File: src/hw/rtl/ncs_pkg.sv
// Shared types, constants and distance functions for the nearest palette color search.
`default_nettype none

package ncs_pkg;

    // Field widths
    localparam int IDX_W    = 8;
    localparam int NIB_W    = 4;
    localparam int ENTRY_W  = 3 * NIB_W;
    localparam int DIST_W   = 20;
    localparam int BYTE_W   = 8;

    // Store depth default
    localparam int PALETTE_ENTRIES_DEF = 256;

    // Channel weights
    localparam int WEIGHT_RED   = 900;
    localparam int WEIGHT_GREEN = 3481;
    localparam int WEIGHT_BLUE  = 121;

    // Item function codes
    typedef enum logic {
        FUNC_LOAD  = 1'b0,
        FUNC_QUERY = 1'b1
    } func_t;

    // Palette write broadcast to every cell
    typedef struct packed {
        logic               en;
        logic [IDX_W-1:0]   index;
        logic [ENTRY_W-1:0] data;
    } wr_t;

    // Search word handed from cell to cell
    typedef struct packed {
        logic              valid;
        logic [NIB_W-1:0]  red;
        logic [NIB_W-1:0]  green;
        logic [NIB_W-1:0]  blue;
        logic [DIST_W-1:0] lead_score;
        logic [IDX_W-1:0]  lead_entry;
    } tok_t;

    // Absolute difference of two nibbles
    function automatic logic [NIB_W-1:0] abs_diff(input logic [NIB_W-1:0] a,
                                                  input logic [NIB_W-1:0] b);
        logic [NIB_W-1:0] d;
        d = (a > b) ? (a - b) : (b - a);
        return d;
    endfunction

    // Weighted square of a nibble difference: d * d * weight, cut to DIST_W bits
    function automatic logic [DIST_W-1:0] weigh_sq(input logic [NIB_W-1:0] d,
                                                   input int weight);
        int sq;
        sq = int'(d) * int'(d) * weight;
        return sq[DIST_W-1:0];
    endfunction

endpackage

`default_nettype wire

File: src/hw/rtl/ncs_cell.sv
// One search cell: holds a palette entry and updates the passing search word.
`default_nettype none

module ncs_cell #(
    parameter int CELL_INDEX = 1
) (
    input  wire logic          clk,
    input  wire logic          rst_n,
    input  wire logic          advance,
    input  wire ncs_pkg::wr_t  wr,
    input  wire ncs_pkg::tok_t tok_in,
    output ncs_pkg::tok_t      tok_out
);
    import ncs_pkg::*;

    localparam logic [IDX_W-1:0] MY_IDX = IDX_W'(CELL_INDEX);

    logic [ENTRY_W-1:0] entry_reg;
    logic               valid_reg;
    tok_t               tok_reg;
    tok_t               tok_next;
    logic [DIST_W-1:0]  score;

    // Hold the palette entry; take a load aimed at this cell
    always_ff @(posedge clk or negedge rst_n)
    begin
        if (!rst_n)
        begin
            entry_reg <= '0;
        end
        else if (wr.en && (wr.index == MY_IDX))
        begin
            entry_reg <= wr.data;
        end
    end

    // Weigh this entry against the query and keep the better candidate
    always_comb
    begin
        score = weigh_sq(abs_diff(tok_in.red,   entry_reg[3:0]),  WEIGHT_RED)
              + weigh_sq(abs_diff(tok_in.green, entry_reg[7:4]),  WEIGHT_GREEN)
              + weigh_sq(abs_diff(tok_in.blue,  entry_reg[11:8]), WEIGHT_BLUE);
        tok_next = tok_in;
        if (score < tok_in.lead_score)
        begin
            tok_next.lead_score = score;
            tok_next.lead_entry = MY_IDX;
        end
    end

    // Advance the word valid bit
    always_ff @(posedge clk or negedge rst_n)
    begin
        if (!rst_n)
        begin
            valid_reg <= 1'b0;
        end
        else if (advance)
        begin
            valid_reg <= tok_next.valid;
        end
    end

    // Advance the word payload
    always_ff @(posedge clk)
    begin
        if (advance)
        begin
            tok_reg <= tok_next;
        end
    end

    always_comb
    begin
        tok_out       = tok_reg;
        tok_out.valid = valid_reg;
    end

endmodule

`default_nettype wire
File: config.mk
export PLATFORM = sky130hd
export DESIGN_NAME = ncs_cell
export DESIGN_NICKNAME = d
export VERILOG_FILES = /design/src/hw/rtl/ncs_pkg.sv /design/src/hw/rtl/ncs_cell.sv
export SDC_FILE = /design/constraint.sdc
export NUM_CORES = 1
export LEC_CHECK = 0
export BUFFER_PORTS_ARGS = -buffer_cell sky130_fd_sc_hd__buf_2
export CELL_PAD_IN_SITES_DETAIL_PLACEMENT = 0
export CELL_PAD_IN_SITES_GLOBAL_PLACEMENT = 1
export CORE_MARGIN = 2
export CORE_UTILIZATION = 33
export CTS_BUF_LIST = sky130_fd_sc_hd__clkbuf_4 sky130_fd_sc_hd__clkbuf_8
export DETAILED_ROUTE_END_ITERATION = 12
export PLACE_DENSITY = 0.64
export SLEW_MARGIN = 20
export SYNTH_ARGS = -nofsm -noshare
export SYNTH_HDL_FRONTEND = slang
export SYNTH_SLANG_ARGS = --single-unit
File: constraint.sdc
create_clock -name clk -period 15.8 [get_ports clk]
set_input_delay 3.16 -clock clk [delete_from_list [all_inputs] [get_ports clk]]
set_output_delay 3.16 -clock clk [all_outputs]
set_load 0.05 [all_outputs]
==> reports/metrics.csv <==
stage,metric,value,unit
status,status,completed,
synth,Synth area leaders,"ha_1 26%, fa_1 18%, edfxtp_1 15%",
sta,final setup vio count,0,
synth,Post-Syn Area,8050,sq um
synth,Yosys cell types,67,
setup_path,Reg2Reg Depth,36,
clock_network,Post CTS Setup Buffer Count,0,
synth,number of synthesis warnings,0,
clock_network,CTS buffer count,5,
sta,post-route minimum period,13.52,ns
synth,Async SR Flop Fraction,24.5,%
worst_hold_path,HP Class,register to register,
clock_network,"Hold-fix buffers, CTS",0,
setup_path,crit path max-delay cell type,a21oi_4,
clock_network,clock tree buffer depth,2,
sta,RSZ-0062 raised after global routing,false,
floorplanning,Core ar.,24100,sq um
placed_design,dpl hpwl,13800,microns
sta,Worst slew margin,43.0,%
setup_path,Worst Setup End Kind,register,
floorplanning,Starting Density,33.4,%
grt,vias in the first global route,5455,
placed_design,RePlAce Congestion,0.794,
sta,achievable frequency,0.0740,GHz
grt,initial antenna violation count,0,
detailed_routing,Pre-antenna DRT Iters,4,
sta,final setup TNS,0,ns
placed_design,placed cell count,1214,
setup_path,CP Max Fanout,28,
grt,gr usage total,12.8,%
clock_network,htree depth,2,
clock_network,TritonCTS clock tree,yes,
synth,"Seq/Total Area, Yosys",19.0,%
clock_network,Sink Count,53,
detailed_routing,DRC errors left,0,
clock_network,Root Buffer,clkbuf_8,
floorplanning,Die Wd,160,microns
final_layout,layout cells sized above 1,18.6,%
setup_path,arrival time at the worst endpoint,13.61,ns
floorplanning,row cnt,57,
final_layout,P&R area growth vs syn,12.5,%
grt,gr ovfl total,0,
synth,synthesis-stage register bit count,53,
clock_network,clock-pin transition on the worst setup and hold timing paths,0.12,ns
sta,measured slew at the worst slew-check pin,0.853,ns
clock_network,number of cells upsized or downsized after cts,0,
synth,Post-synth EDFFs,40,
detailed_routing,post-DR vias/cell,4.53,
sta,Worst Skew,0.0140,ns
clock_network,Worst-Skew Late Latency,0.33,ns
sta,fin crit share,85.6,%
floorplanning,die area,25600,sq um
detailed_routing,drt initial violations,190,
detailed_routing,drt wl/cell,13.0,microns
synth,Post-Syn Instances,793,
sta,hold slack,0.519,ns
final_layout,Layout Cells excl Fill,1222,
synth,Yosys top cell by area,ha_1,
floorplanning,Die Y,160,microns
run,Max Cap Viol,0,
setup_path,Crit Path Class,primary input to register,
final_layout,max reg flops,40,
synth,Post-synth top flop,edfxtp_1,
detailed_routing,Routed WL,15800,microns
detailed_routing,ANT nets after route,0,
detailed_routing,vias,5533,
setup_path,critical path required time,15.89,ns
final_layout,Fillers,2521,
sta,"Slew Viols, Final",0,
placed_design,IO Port Bufs,105,
sta,final hold vios,0,
floorplanning,I/O pins,106,
final_layout,Final nets,1202,
setup_path,largest stage delay on the critical path,0.67,ns
setup_path,CP most frequent cell,inv_1,
final_layout,ANT cells,0,
grt,largest net degree at the start of global routing,42,
worst_hold_path,Min-Delay Path Depth,1,
synth,Yosys top cell area share,26.3,%
grt,first-pass GRT wire length,26600,microns
setup_path,Startpoint Class,primary input,
synth,Syn Area/Cell,10.1,sq um
## per-stage QoR
stage,utilization (%),setup slack (ns),area (sq um)
after global routing,37.5,1.43,9050
final,37.5,2.28,9050
after floorplan,-,3.17,8050
after CTS,37.5,2.14,9050
after detailed placement,37.0,1.80,8930
after global placement,37.0,1.83,8930
## routing by layer
layer	vias up	GRT usage, %	part of all wire [%]
li1	2847	-	-
met1	2606	17.8	49
met2	72	21.2	47
met3	8	1.74	2.6
met4	0	2.50	0.93
met5	-	0	0
## critical path, delay by kind of cell
kind                     cells  cell delay (ns)
AND/OR/NAND/NOR              3             0.52
XOR/XNOR                     2             0.71
buffers and inverters        8             0.45
adder cells (fa/ha/maj)     11             4.19
multiplexers                 2             1.04
AO/OA/AOI/OAI               12             3.52
## logic make-up (layout without fill, tap and decap cells)
group	after synthesis	in the layout	share of synthesized area, %
mux	45	45	6.16
compound gates	100	100	8.79
flops	53	53	19.0
fa+ha+maj	240	240	44.0
other cells	1	2	0.0466
simple gates	120	120	7.87
buf+inv	187	291	8.91
xor+xnor	47	47	5.30
## synthesized netlist by cell type, types with 2 or more instances
master,n
nor2_2,2
nand2b_1,6
nand4b_1,2
o21bai_1,4
and2_1,6
mux2i_1,11
and3_1,5
a21o_2,5
nand2_1,20
buf_2,2
a221o_1,2
nor2b_1,11
xor2_1,17
fa_1,71
mux2_2,33
nand4_1,2
a31o_2,2
nor4_1,2
xor2_2,2
nor3b_1,4
dfrtp_1,13
a31oi_1,2
a21oi_1,27
a21o_1,21
or2_2,2
clkbuf_1,3
nor2_1,32
ha_1,169
xnor2_1,28
o21ai_0,13
nand3_1,10
inv_1,177
nor3_1,9
o31ai_1,3
edfxtp_1,40
a21boi_0,3
a41oi_1,2
## area by class of cell
type                       instances  area, sq um  area share, %
sequential                        53         1530           16.9
timing repair buffer             105          528           5.83
clock inverter                     3         47.5          0.525
inverter                         178          668           7.38
clock buffer                       5         68.8          0.760
multi-input combinational        554         5810           64.2
tap                              324          405           4.48
## worst paths after layout
check / startpoint / end / slack [ns]
setup / recovery: tok_in[28] / tok_out[12]$_DFFE_PP_ / 2.28
hold / removal: valid_reg$_DFFE_PN0P_ / valid_reg$_DFFE_PN0P_ / 0.52
setup reg to reg: entry_reg[8]$_DFFE_PN0P_ / tok_out[12]$_DFFE_PP_ / 4.84
hold reg to reg: valid_reg$_DFFE_PN0P_ / valid_reg$_DFFE_PN0P_ / 0.52
max in group asynchronous: rst_n / entry_reg[0]$_DFFE_PN0P_ / 12.87
min in group asynchronous: rst_n / entry_reg[6]$_DFFE_PN0P_ / 2.69
## cell usage in the layout (no fill, tap or decap), types with 3 or more instances in the layout
cell / instances
a21o_1: 21
a21o_2: 5
o21bai_1: 4
and3_1: 5
and2_1: 6
nand3_1: 10
a21boi_0: 3
xor2_1: 17
nand2_1: 20
a21oi_1: 27
buf_2: 104
fa_1: 71
nor3b_1: 4
ha_1: 169
nor2b_1: 11
inv_1: 177
xnor2_1: 28
mux2_2: 33
nor2_1: 32
o31ai_1: 3
mux2i_1: 11
nand2b_1: 6
edfxtp_1: 40
dfrtp_1: 13
o21ai_0: 13
clkbuf_8: 5
nor3_1: 9
Power is left out: the tool's default activity adds up to more than one toggle a clock period on the data nets, which glitch-free logic cannot reach.
